$ cat src/rtl/dra_pkg.sv
// DNS reply A-record parser: shared result types and status codes.
// Used by dra_parser, dra_out_queue and dns_reply_a_record_parser.
`default_nettype none

package dra_pkg;

    localparam int unsigned TDATA_W = 88;

    localparam logic [2:0] ST_OK          = 3'd0;
    localparam logic [2:0] ST_NO_A        = 3'd1;
    localparam logic [2:0] ST_SHORT       = 3'd2;
    localparam logic [2:0] ST_TXID_BAD    = 3'd3;
    localparam logic [2:0] ST_NOT_REPLY   = 3'd4;
    localparam logic [2:0] ST_RCODE_ERR   = 3'd5;
    localparam logic [2:0] ST_NO_ANSWERS  = 3'd6;

    localparam logic KIND_A_RECORD = 1'b0;
    localparam logic KIND_STATUS   = 1'b1;

    // Everything one reply byte can produce: an A record, a status, or both.
    typedef struct packed {
        logic        emit_a;
        logic        emit_s;
        logic [31:0] addr;
        logic [31:0] ttl;
        logic [2:0]  status;
        logic [3:0]  rcode;
        logic [15:0] count;
    } pair_t;

    typedef struct packed {
        logic        kind;
        logic [31:0] addr;
        logic [31:0] ttl;
        logic [2:0]  status;
        logic [3:0]  rcode;
        logic [15:0] count;
    } res_t;

endpackage

`default_nettype wire

$ cat src/rtl/dra_parser.sv
// DNS reply A-record parser: per-byte parse state machine.
// Depends on dra_pkg; emits one pair_t per byte that yields results.
`default_nettype none

module dra_parser (
    input  wire logic               aclk,
    input  wire logic               aresetn,
    input  wire logic               byte_en,
    input  wire logic [7:0]         reply_byte,
    input  wire logic               last_byte,
    input  wire logic [15:0]        expected_txid,
    output dra_pkg::pair_t          pair_out,
    output logic                    pair_valid
);

    typedef enum logic [3:0] {
        PH_HEADER       = 4'd0,
        PH_QNAME        = 4'd1,
        PH_QLABEL       = 4'd2,
        PH_QPTR         = 4'd3,
        PH_QFIXED       = 4'd4,
        PH_ANAME        = 4'd5,
        PH_ALABEL       = 4'd6,
        PH_APTR         = 4'd7,
        PH_AFIXED       = 4'd8,
        PH_ARDATA       = 4'd9,
        PH_DONE         = 4'd10,
        PH_REJ_TXID     = 4'd11,
        PH_REJ_NOTREPLY = 4'd12,
        PH_REJ_RCODE    = 4'd13,
        PH_REJ_NOANS    = 4'd14
    } phase_t;

    phase_t      phase_reg, phase_next, phase_step;
    logic [3:0]  hdr_idx_reg, hdr_idx_next;
    logic [15:0] flags_reg, flags_next;
    logic [15:0] reply_id_reg, reply_id_next;
    logic [15:0] qleft_reg, qleft_next;
    logic [15:0] aleft_reg, aleft_next;
    logic [7:0]  label_reg, label_next;
    logic [3:0]  fix_idx_reg, fix_idx_next;
    logic [15:0] rtype_reg, rtype_next;
    logic [31:0] ttl_reg, ttl_next;
    logic [15:0] rdlen_reg, rdlen_next;
    logic [31:0] addr_reg, addr_next;
    logic [15:0] found_reg, found_next;

    logic [15:0] aleft_dec;
    logic [15:0] qleft_dec;
    logic [15:0] rdlen_dec;
    logic [15:0] rdlen_full;
    logic [7:0]  label_dec;
    logic        emit_a;
    logic [2:0]  status;
    logic [3:0]  status_rcode;

    assign aleft_dec  = aleft_reg - 16'd1;
    assign qleft_dec  = qleft_reg - 16'd1;
    assign rdlen_dec  = rdlen_reg - 16'd1;
    assign rdlen_full = {rdlen_reg[7:0], reply_byte};
    assign label_dec  = label_reg - 8'd1;

    always_comb begin
        phase_step    = phase_reg;
        hdr_idx_next  = hdr_idx_reg;
        flags_next    = flags_reg;
        reply_id_next = reply_id_reg;
        qleft_next    = qleft_reg;
        aleft_next    = aleft_reg;
        label_next    = label_reg;
        fix_idx_next  = fix_idx_reg;
        rtype_next    = rtype_reg;
        ttl_next      = ttl_reg;
        rdlen_next    = rdlen_reg;
        addr_next     = addr_reg;
        found_next    = found_reg;
        emit_a        = 1'b0;

        unique case (phase_reg) inside
            PH_HEADER: begin
                case (hdr_idx_reg) inside
                    4'd0, 4'd1: reply_id_next = {reply_id_reg[7:0], reply_byte};
                    4'd2, 4'd3: flags_next    = {flags_reg[7:0], reply_byte};
                    4'd4, 4'd5: qleft_next    = {qleft_reg[7:0], reply_byte};
                    4'd6, 4'd7: aleft_next    = {aleft_reg[7:0], reply_byte};
                    default: ;
                endcase
                hdr_idx_next = hdr_idx_reg + 4'd1;
                if (hdr_idx_reg == 4'd11) begin
                    hdr_idx_next = 4'd0;
                    if (reply_id_reg != expected_txid)
                        phase_step = PH_REJ_TXID;
                    else if (!flags_reg[15])
                        phase_step = PH_REJ_NOTREPLY;
                    else if (flags_reg[3:0] != 4'd0)
                        phase_step = PH_REJ_RCODE;
                    else if (aleft_reg == 16'd0)
                        phase_step = PH_REJ_NOANS;
                    else
                        phase_step = (qleft_reg != 16'd0) ? PH_QNAME : PH_ANAME;
                end
            end
            PH_QNAME, PH_ANAME: begin
                if (reply_byte[7:6] == 2'b11) begin
                    phase_step = (phase_reg == PH_QNAME) ? PH_QPTR : PH_APTR;
                end else if (reply_byte == 8'd0) begin
                    phase_step   = (phase_reg == PH_QNAME) ? PH_QFIXED : PH_AFIXED;
                    fix_idx_next = 4'd0;
                end else begin
                    label_next = reply_byte;
                    phase_step = (phase_reg == PH_QNAME) ? PH_QLABEL : PH_ALABEL;
                end
            end
            PH_QLABEL: begin
                label_next = label_dec;
                if (label_dec == 8'd0) phase_step = PH_QNAME;
            end
            PH_ALABEL: begin
                label_next = label_dec;
                if (label_dec == 8'd0) phase_step = PH_ANAME;
            end
            PH_QPTR: begin
                phase_step   = PH_QFIXED;
                fix_idx_next = 4'd0;
            end
            PH_APTR: begin
                phase_step   = PH_AFIXED;
                fix_idx_next = 4'd0;
            end
            PH_QFIXED: begin
                fix_idx_next = fix_idx_reg + 4'd1;
                if (fix_idx_reg == 4'd3) begin
                    fix_idx_next = 4'd0;
                    qleft_next   = qleft_dec;
                    phase_step   = (qleft_dec != 16'd0) ? PH_QNAME : PH_ANAME;
                end
            end
            PH_AFIXED: begin
                case (fix_idx_reg) inside
                    4'd0, 4'd1:             rtype_next = {rtype_reg[7:0], reply_byte};
                    4'd4, 4'd5, 4'd6, 4'd7: ttl_next   = {ttl_reg[23:0], reply_byte};
                    4'd8, 4'd9:             rdlen_next = {rdlen_reg[7:0], reply_byte};
                    default: ;
                endcase
                fix_idx_next = fix_idx_reg + 4'd1;
                if (fix_idx_reg == 4'd9) begin
                    fix_idx_next = 4'd0;
                    if (rdlen_full != 16'd4) rtype_next = 16'd0;
                    if (rdlen_full == 16'd0) begin
                        aleft_next = aleft_dec;
                        phase_step = (aleft_dec != 16'd0) ? PH_ANAME : PH_DONE;
                    end else begin
                        phase_step = PH_ARDATA;
                    end
                end
            end
            PH_ARDATA: begin
                addr_next  = {addr_reg[23:0], reply_byte};
                rdlen_next = rdlen_dec;
                if (rdlen_dec == 16'd0) begin
                    if (rtype_reg == 16'd1) begin
                        found_next = found_reg + 16'd1;
                        emit_a     = 1'b1;
                    end
                    aleft_next = aleft_dec;
                    phase_step = (aleft_dec != 16'd0) ? PH_ANAME : PH_DONE;
                end
            end
            default: ;
        endcase
    end

    always_comb begin
        status_rcode = flags_next[3:0];
        unique case (phase_step)
            PH_HEADER: begin
                status       = dra_pkg::ST_SHORT;
                status_rcode = 4'd0;
            end
            PH_REJ_TXID:     status = dra_pkg::ST_TXID_BAD;
            PH_REJ_NOTREPLY: status = dra_pkg::ST_NOT_REPLY;
            PH_REJ_RCODE:    status = dra_pkg::ST_RCODE_ERR;
            PH_REJ_NOANS:    status = dra_pkg::ST_NO_ANSWERS;
            default:
                status = (found_next != 16'd0) ? dra_pkg::ST_OK : dra_pkg::ST_NO_A;
        endcase
    end

    always_comb begin
        pair_out.emit_a = emit_a;
        pair_out.emit_s = last_byte;
        pair_out.addr   = addr_next;
        pair_out.ttl    = ttl_reg;
        pair_out.status = status;
        pair_out.rcode  = emit_a ? flags_reg[3:0] : status_rcode;
        pair_out.count  = found_next;
        pair_valid      = byte_en && (emit_a || last_byte);
        phase_next      = last_byte ? PH_HEADER : phase_step;
    end

    always_ff @(posedge aclk) begin
        if (!aresetn || (byte_en && last_byte)) begin
            phase_reg    <= PH_HEADER;
            hdr_idx_reg  <= 4'd0;
            flags_reg    <= 16'd0;
            reply_id_reg <= 16'd0;
            qleft_reg    <= 16'd0;
            aleft_reg    <= 16'd0;
            label_reg    <= 8'd0;
            fix_idx_reg  <= 4'd0;
            rtype_reg    <= 16'd0;
            ttl_reg      <= 32'd0;
            rdlen_reg    <= 16'd0;
            addr_reg     <= 32'd0;
            found_reg    <= 16'd0;
        end else if (byte_en) begin
            phase_reg    <= phase_next;
            hdr_idx_reg  <= hdr_idx_next;
            flags_reg    <= flags_next;
            reply_id_reg <= reply_id_next;
            qleft_reg    <= qleft_next;
            aleft_reg    <= aleft_next;
            label_reg    <= label_next;
            fix_idx_reg  <= fix_idx_next;
            rtype_reg    <= rtype_next;
            ttl_reg      <= ttl_next;
            rdlen_reg    <= rdlen_next;
            addr_reg     <= addr_next;
            found_reg    <= found_next;
        end
    end

endmodule

`default_nettype wire

$ cat src/rtl/dra_out_queue.sv
// DNS reply A-record parser: two-entry result queue.
// Depends on dra_pkg; splits each stored pair into one or two output words.
`default_nettype none

module dra_out_queue (
    input  wire logic               aclk,
    input  wire logic               aresetn,
    input  wire logic               push,
    input  wire dra_pkg::pair_t     push_pair,
    output logic                    has_room,
    output logic                    out_valid,
    input  wire logic               out_ready,
    output dra_pkg::res_t           out_res
);

    dra_pkg::pair_t entry_reg [2];
    logic           wr_ptr_reg, wr_ptr_next;
    logic           rd_ptr_reg, rd_ptr_next;
    logic [1:0]     count_reg, count_next;
    logic           a_sent_reg, a_sent_next;

    dra_pkg::pair_t head;
    logic           send_a;
    logic           pop;

    assign head      = entry_reg[rd_ptr_reg];
    assign out_valid = (count_reg != 2'd0);
    assign has_room  = (count_reg != 2'd2);
    assign send_a    = head.emit_a && !a_sent_reg;
    assign pop       = out_valid && out_ready && !(send_a && head.emit_s);

    always_comb begin
        out_res.kind   = send_a ? dra_pkg::KIND_A_RECORD : dra_pkg::KIND_STATUS;
        out_res.addr   = send_a ? head.addr : 32'd0;
        out_res.ttl    = send_a ? head.ttl : 32'd0;
        out_res.status = send_a ? dra_pkg::ST_OK : head.status;
        out_res.rcode  = head.rcode;
        out_res.count  = head.count;

        wr_ptr_next = push ? !wr_ptr_reg : wr_ptr_reg;
        rd_ptr_next = pop ? !rd_ptr_reg : rd_ptr_reg;
        count_next  = count_reg + {1'b0, push} - {1'b0, pop};
        a_sent_next = a_sent_reg;
        if (pop)
            a_sent_next = 1'b0;
        else if (out_valid && out_ready && send_a)
            a_sent_next = 1'b1;
    end

    always_ff @(posedge aclk) begin
        if (push) entry_reg[wr_ptr_reg] <= push_pair;
    end

    always_ff @(posedge aclk) begin
        if (!aresetn) begin
            wr_ptr_reg <= 1'b0;
            rd_ptr_reg <= 1'b0;
            count_reg  <= 2'd0;
            a_sent_reg <= 1'b0;
        end else begin
            wr_ptr_reg <= wr_ptr_next;
            rd_ptr_reg <= rd_ptr_next;
            count_reg  <= count_next;
            a_sent_reg <= a_sent_next;
        end
    end

endmodule

`default_nettype wire

$ cat src/rtl/dns_reply_a_record_parser.sv
// DNS reply A-record parser, top level: txid register, parser, result queue.
// Depends on dra_pkg, dra_parser and dra_out_queue.
//
// Takes one reply byte per cycle while s_tready is high and parses it in the
// same cycle that it is accepted; the results of that byte land in a two-entry
// queue in front of the m_ side. s_tready stays high while the queue has a free
// entry, so an ever-ready consumer gives one byte per cycle, with a gap only
// where a two-word entry fills the queue. A byte that completes an A record
// and also carries tlast yields two words (the A record, then the status),
// which leave in turn from one queue entry. Results appear no earlier than the cycle after their byte.
`default_nettype none

module dns_reply_a_record_parser (
    input  wire logic        aclk,
    input  wire logic        aresetn,
    input  wire logic        cfg_wr_en,
    input  wire logic [15:0] cfg_wr_data,   // expected_txid
    input  wire logic        s_tvalid,
    output logic             s_tready,
    input  wire logic [7:0]  s_tdata,       // reply_byte
    input  wire logic        s_tlast,       // last_byte
    output logic             m_tvalid,
    input  wire logic        m_tready,
    // [31:0] ipv4_address, [63:32] ttl_seconds, [66:64] reply_status,
    // [70:67] server_rcode, [86:71] a_record_count, [87] zero
    output logic [dra_pkg::TDATA_W-1:0] m_tdata,
    output logic             m_tuser        // result_kind
);

    logic [15:0]    txid_reg;
    dra_pkg::pair_t pair;
    logic           pair_valid;
    logic           has_room;
    logic           byte_en;
    dra_pkg::res_t  res;

    assign s_tready = has_room;
    assign byte_en  = s_tvalid && has_room;

    always_ff @(posedge aclk) begin
        if (!aresetn)
            txid_reg <= 16'd0;
        else if (cfg_wr_en)
            txid_reg <= cfg_wr_data;
    end

    dra_parser u_parser (
        .aclk          (aclk),
        .aresetn       (aresetn),
        .byte_en       (byte_en),
        .reply_byte    (s_tdata),
        .last_byte     (s_tlast),
        .expected_txid (txid_reg),
        .pair_out      (pair),
        .pair_valid    (pair_valid)
    );

    dra_out_queue u_queue (
        .aclk      (aclk),
        .aresetn   (aresetn),
        .push      (pair_valid),
        .push_pair (pair),
        .has_room  (has_room),
        .out_valid (m_tvalid),
        .out_ready (m_tready),
        .out_res   (res)
    );

    assign m_tdata = {1'b0, res.count, res.rcode, res.status, res.ttl, res.addr};
    assign m_tuser = res.kind;

`ifndef NO_ASSERTIONS
    a_reset_empty: assert property (@(posedge aclk) !aresetn |=> !m_tvalid)
        else $error("result queue not empty after reset");

    a_full_has_data: assert property (@(posedge aclk) disable iff (!aresetn)
        !s_tready |-> m_tvalid)
        else $error("input stalled with no result pending");

    a_record_status_ok: assert property (@(posedge aclk) disable iff (!aresetn)
        m_tvalid && (m_tuser == dra_pkg::KIND_A_RECORD) |-> m_tdata[66:64] == dra_pkg::ST_OK)
        else $error("A record word carries a nonzero status");

    a_record_count_nonzero: assert property (@(posedge aclk) disable iff (!aresetn)
        m_tvalid && (m_tuser == dra_pkg::KIND_A_RECORD) |-> m_tdata[86:71] != 16'd0)
        else $error("A record word with zero record count");
`endif

endmodule

`default_nettype wire
$ cat config.mk
export PLATFORM = sky130hd
export DESIGN_NAME = dns_reply_a_record_parser
export DESIGN_NICKNAME = d
export VERILOG_FILES = /design/src/rtl/dra_pkg.sv /design/src/rtl/dra_parser.sv /design/src/rtl/dra_out_queue.sv /design/src/rtl/dns_reply_a_record_parser.sv
export SDC_FILE = /design/constraint.sdc
export NUM_CORES = 1
export LEC_CHECK = 0
export ABC_CLOCK_PERIOD_IN_PS = 19200
export BUFFER_PORTS_ARGS = -buffer_cell sky130_fd_sc_hd__buf_2
export CORE_ASPECT_RATIO = 1.4
export CORE_UTILIZATION = 50
export DETAILED_ROUTE_END_ITERATION = 12
export GPL_TIMING_DRIVEN = 0
export MAX_ROUTING_LAYER = met4
export PLACE_DENSITY = 0.66
export SYNTH_ARGS = -nofsm -noshare
export SYNTH_HDL_FRONTEND = slang
export SYNTH_HIERARCHICAL = 1
export SYNTH_SLANG_ARGS = --single-unit
$ cat constraint.sdc
create_clock -name aclk -period 19.2 [get_ports aclk]
set_input_delay 3.84 -clock aclk [delete_from_list [all_inputs] [get_ports aclk]]
set_output_delay 3.84 -clock aclk [all_outputs]
set_load 0.05 [all_outputs]
==> Yosys cells after proc, flatten, opt, wreduce, memory -nomap -nowiden <==
Memories as Yosys holds them, arrays and structs flattened. A register that Yosys moved wholly into a read port is not among the register bits.
Cells that the tools add are included.
{ "totals": {"reg_bits": 217, "mem_bits_rw": 178, "inputBits": 30, "output_inout_bits": 91, "word_cells": 209, "n_memories": 1} }
{ "op_classes": {"add_sub_neg": 9, "n_eq_ne": 49, "n_mux": 72, "n_bitwise": 3, "reduce_logical": 56} }
{ "mem_list": {"columns": ["memory", "words", "width", "read_ports", "rd_ports_with_merged_regs", "wr", "line_no", "text"], "rows": [
  ["u_queue.entry_reg", 2, 89, 1, 1, 1, "dra_out_queue.sv:16", "dra_pkg::pair_t entry_reg [2];"]
]} }
{ "ops": {"columns": ["cell", "count"], "rows": [
  ["16-bit two-way mux", 20],
  ["4-bit two-way mux", 26],
  ["32-bit two-way mux", 3],
  ["16-bit one-hot mux with 2 select lines", 2],
  ["16-bit nonzero test", 4],
  ["4-bit by 3-bit == test with 1-bit output, second input constant", 12],
  ["16-bit zero test", 3],
  ["16-bit one-hot mux with 3 select lines", 1],
  ["16-bit by 1-bit subtractor with 16-bit output, second input constant", 3],
  ["4-bit == test, second input constant", 9],
  ["4-bit one-hot mux with 9 select lines", 1],
  ["2-bit inequality test, second input constant", 15],
  ["4-bit by 2-bit == test with 1-bit output, second input constant", 5],
  ["2-bit OR reduction", 10],
  ["16-bit by 1-bit adder with 16-bit output, second input constant", 1],
  ["16-bit by 1-bit == test with 1-bit output, second input constant", 1],
  ["4-bit zero test", 4],
  ["8-bit zero test", 2],
  ["8-bit two-way mux", 2],
  ["16-bit inequality test", 1],
  ["16-bit by 3-bit inequality test with 1-bit output, second input constant", 1],
  ["4-bit one-hot mux with 4 select lines", 1],
  ["8-bit one-hot mux with 2 select lines", 1],
  ["4-bit AND reduction", 4],
  ["other kinds (23)", 57]
]} }

==> Depth between registers and ports, before layout <==
{ "depth": {"word_depth": 11, "ltp_mapped": 15, "depth_no_buf": 12} }

==> Cells and area by module <==
The synthesis kept the hierarchy.
{ "by_module_without_submodules": {"columns": ["module", "n_inst", "cells_per_inst", "area_per_inst_um2", "seq_area_each_um2"], "rows": [
  ["dra_parser", 1, 1469, 10734.0, 3723.6],
  ["dra_out_queue", 1, 383, 6916.6, 5465.2],
  ["dns_reply_a_record_parser", 1, 54, 633.1, 320.3]
]} }

==> Worst setup path after synthesis <==
Ideal clock, no wire load.
{ "synth_timing": {"kind": "in2reg", "from": "input port s_tvalid", "to": "memory u_queue/entry_reg[0][0] (netlist name), enable pin", "setup_ns": 0.548, "t_arrival_ns": 9.047, "required_time_ns": 18.652, "path_slack_ns": 9.605, "path_stages": 6, "n_path_buf": 3, "path_cell_list": "and2_1 > clkbuf_1 > clkbuf_1 > clkbuf_1 > o21a_1 > nor2b_1"} }
{ "synth_between": {"elab_chain_cells": 4} }
{ "synth_lines": {"columns": ["element", "line_no", "text"], "rows": [
  ["from (decl)", "dns_reply_a_record_parser.sv:18", "input wire logic s_tvalid,"],
  ["1-bit logical AND", "dns_reply_a_record_parser.sv:38", "assign byte_en = s_tvalid && has_room;"],
  ["1-bit logical AND", "dra_parser.sv:197", "pair_valid = byte_en && (emit_a || last_byte);"],
  ["named net pair_valid", "dns_reply_a_record_parser.sv:32", "logic pair_valid;"],
  ["1-bit two-way mux", "dra_out_queue.sv:51", "if (push) entry_reg[wr_ptr_reg] <= push_pair;"],
  ["1-bit two-way mux (implied by the code)", "dra_out_queue.sv:51", null],
  ["to (decl)", "dra_out_queue.sv:16", null]
]} }
The timed path passes the listed nets, and every way through them passes these cells.

==> insert_results.sql <==
INSERT INTO impl_metrics (metric_group, metric, value, unit) VALUES
('run_status', 'outcome', 'finished clean', ''),
('timing', 'unrepaired_setup_endpoints_after_global_routing', 'no', ''),
('floorplan', 'top_level_ports', '121', ''),
('routing', 'wire_per_inst', '18.6', 'um'),
('synth', 'yosysMostFrequentCell', 'sky130_fd_sc_hd__nand2_1', ''),
('global_routing', 'antenna_found_initial', '0', ''),
('synth', 'syn-mean-instance-area', '9.59', 'um2'),
('synth', 'synth-async-reset-ratio', '0', '%'),
('synth', 'netlist-cell-type-count', '85', ''),
('routing', 'route.final.wire_length', '47700', 'um'),
('clocking', 'ctsHoldBuffers', '0', ''),
('synth', 'dominant_cell_type_by_area_after_synthesis', 'sky130_fd_sc_hd__edfxtp_1', ''),
('timing', 'whs', '0.459', 'ns'),
('worst_setup_path', 'timing.rr.start', 'u_parser/rdlen_reg[0]$_SDFFE_PP0P_', ''),
('global_routing', 'grt_pass1_vias', '14000', ''),
('worst_setup_path', 'cp.required', '19.48', 'ns'),
('worst_setup_path', 'reg2reg_setup_slack', '14.25', 'ns'),
('placed_design', 'weighted_congestion_at_the_end_of_routability_driven_global_placement', '0.925', ''),
('layout', 'largest_register_ffs', '178', ''),
('clocking', 'clkSlewWorstSetupHoldPaths', '0.07', 'ns'),
('worst_hold_path', 'worstHoldStart', 'u_parser/ttl_reg[27]$_SDFFE_PP0P_', ''),
('routing', 'detail_route.wirelength.met1', '20100', 'um'),
('worst_setup_path', 'timing.critical_path.fanout_max', '9', ''),
('layout', 'final_design_area_no_fill', '0.0209', 'mm2'),
('clocking', 'tritoncts.num_buffers', '38', ''),
('placed_design', 'place.port_buffers', '116', ''),
('routing', 'viasPerCell', '5.71', ''),
('synth', 'syn-num-nets', '1956', ''),
('floorplan', 'die_x', '164', 'um'),
('routing', 'drt_first_iter_violations', '976', ''),
('timing', 'final.setup.tns', '0', 'ns'),
('worst_setup_path', 'cp-end-kind', 'flop', ''),
('worst_setup_path', 'setup.worst_path.class', 'primary input to flop', ''),
('floorplan', 'core_area', '0.0359', 'mm2'),
('synth', 'ys_seq_area_share', '52.0', '%'),
('placed_design', 'placed_cell_area', '0.0195', 'mm2'),
('power', 'max-vdd-ir-drop', '0.0801', 'mV'),
('clocking', 'htree_num_levels', '2', ''),
('worst_hold_path', 'min_path_cells', '0', ''),
('synth', 'synthFlopType', 'sky130_fd_sc_hd__dfxtp_1', ''),
('synth', 'mappedNetlistArea', '0.0183', 'mm2'),
('synth', 'yosys_warnings', '6', ''),
('job', 'max_cap_violations', '0', ''),
('clocking', 'clkLatencyLatePin', '0.55', 'ns'),
('clocking', 'clk_path_buf_depth', '3', ''),
('timing', 'timing.slew.headroom', '21.1', '%'),
('synth', 'postSynthRegisterBits', '386', ''),
('clocking', 'clock_tree_from_tritoncts', 'yes', ''),
('global_routing', 'maximum_number_of_pins_on_one_net_before_global_route_repair', '56', ''),
('routing', 'detailroute.via_count', '14600', ''),
('global_routing', 'grt_first_pass_wirelength', '74700', 'um'),
('worst_setup_path', 'worstSetupStartpointType', 'primary input', ''),
('clocking', 'clock_sinks', '386', ''),
('routing', 'drt_antenna_net_count', '0', ''),
('clocking', 'cts_setup_buffers', '0', ''),
('routing', 'first_pass_iters', '6', ''),
('synth', 'synth_top_cell_area_share', '29.2', '%'),
('global_routing', 'total_congestion_overflow', '0', ''),
('synth', 'synthTopCellsByCount', 'sky130_fd_sc_hd__nand2_1, sky130_fd_sc_hd__nor2_1, sky130_fd_sc_hd__dfxtp_1', ''),
('routing', 'routed-wl-met3', '2090', 'um'),
('worst_setup_path', 'worst-endpoint-arrival', '7.66', 'ns'),
('power', 'p_leak', '0.00758', 'uW'),
('layout', 'fraction_of_layout_instances_using_a_drive_strength_above_1', '12.6', '%'),
('clocking', 'cts_root_buffer', 'sky130_fd_sc_hd__clkbuf_16', ''),
('timing', 'finalCritPeriodShare', '38.5', '%'),
('worst_hold_path', 'min-delay-path-class', 'flop to flop', ''),
('global_routing', 'globalRouteTotalUtil', '26.3', '%'),
('synth', 'synth_top_cells_by_area', 'sky130_fd_sc_hd__edfxtp_1, sky130_fd_sc_hd__dfxtp_1, sky130_fd_sc_hd__mux2i_1', ''),
('timing', 'finClkSkew', '0.0226', 'ns'),
('timing', 'hold_viol_final', '0', ''),
('worst_setup_path', 'timing.rr.end', 'u_queue/entry_reg[0][2]$_DFFE_PP_', '');
cells by family (layout without fill, tap and decap cells):
family	after synthesis	after routing	share of synthesized area, %
simple gates	788	788	20.0
flops	386	386	52.0
compound gates	344	344	12.1
buf+inv	170	360	3.98
mux	138	138	7.71
xor+xnor	59	59	2.83
fa+ha+maj	20	20	1.37
other cells	1	1	0.0205
area by class of cell:
cell class              instances  area, um2
fillers                      3141      15100
clock inverters                24        297
well taps                     462        578
clock buffers                  46       1020
repair buffers                120        656
multi-input cells            1350       8060
flip-flops and latches        386       9510
inverters                      32        120
plain buffers                 138        607
metal layers:
metal,global-route usage (%),vias up
met4,10.2,0
met5,-,-
met1,31.4,6988
li1,-,7106
met3,3.09,98
met2,44.9,409
metrics by stage:
stage               utilization [%]  total power [uW]  worst slack (ns)  std cells
floorplan                         -              1250              9.60       1906
global placement               54.1              1350              6.42       2484
detailed placement             54.4              1350             11.36       2488
CTS                            58.1              2130             11.93       2558
global route                   58.1              2190             11.58       2558
finish                         58.1              2110             11.81       2558
how the worst max path moves through the flow:
stage | start | endpoint | slack (ns) | cells past startpoint
global route | s_tdata[4] | u_queue/entry_reg[1][18]$_DFFE_PP_ | 11.58 | 13
detailed placement | s_tdata[4] | u_queue/entry_reg[0][18]$_DFFE_PP_ | 11.36 | 13
floorplan | s_tvalid | u_queue/entry_reg[0][0]$_DFFE_PP_ | 9.60 | 6
finish | s_tdata[4] | u_queue/entry_reg[0][18]$_DFFE_PP_ | 11.81 | 13
global placement | s_tvalid | u_queue/entry_reg[0][67]$_DFFE_PP_ | 6.42 | 7
CTS | s_tdata[4] | u_queue/entry_reg[1][18]$_DFFE_PP_ | 11.93 | 13
report_power, final:
| group | internal (uW) | switching [uW] |
|---|---|---|
| Sequential | 902 | 17.8 |
| Clock | 463 | 317 |
| Combinational | 112 | 303 |
placed cells by master (no fill, tap or decap), types with 26 or more instances in the layout:
cell                        synthesis  layout
sky130_fd_sc_hd__xor2_1            33      33
sky130_fd_sc_hd__edfxtp_1         178     178
sky130_fd_sc_hd__dfxtp_1          208     208
sky130_fd_sc_hd__nor2_1           247     247
sky130_fd_sc_hd__nor4_1            31      30
sky130_fd_sc_hd__clkbuf_1         105     110
sky130_fd_sc_hd__a311oi_1          33      33
sky130_fd_sc_hd__mux2i_1          115     115
sky130_fd_sc_hd__o21ai_0           74      74
sky130_fd_sc_hd__inv_1             31      31
sky130_fd_sc_hd__nor2b_1           29      28
sky130_fd_sc_hd__xnor2_1           26      26
sky130_fd_sc_hd__nand3_1           31      31
sky130_fd_sc_hd__buf_2             22     138
sky130_fd_sc_hd__nor3_1            36      36
sky130_fd_sc_hd__clkbuf_16          0      39
sky130_fd_sc_hd__a21oi_1          126     126
sky130_fd_sc_hd__nand2_1          295     295
critical path, stage by stage:
cell and delay (ns):
sky130_fd_sc_hd__clkbuf_1 0.41, sky130_fd_sc_hd__or4_1 0.63, sky130_fd_sc_hd__nor4_1 0.39, sky130_fd_sc_hd__nor2b_1 0.35
sky130_fd_sc_hd__ha_1 0.28, sky130_fd_sc_hd__and3_1 0.14, sky130_fd_sc_hd__o21ai_0 0.17, sky130_fd_sc_hd__o311ai_0 0.17
sky130_fd_sc_hd__a31oi_1 0.24, sky130_fd_sc_hd__o31a_1 0.17, sky130_fd_sc_hd__a21oi_1 0.15, sky130_fd_sc_hd__nor4_2 0.56
sky130_fd_sc_hd__nor2_1 0.15
(Power assumes the default switching activity.)
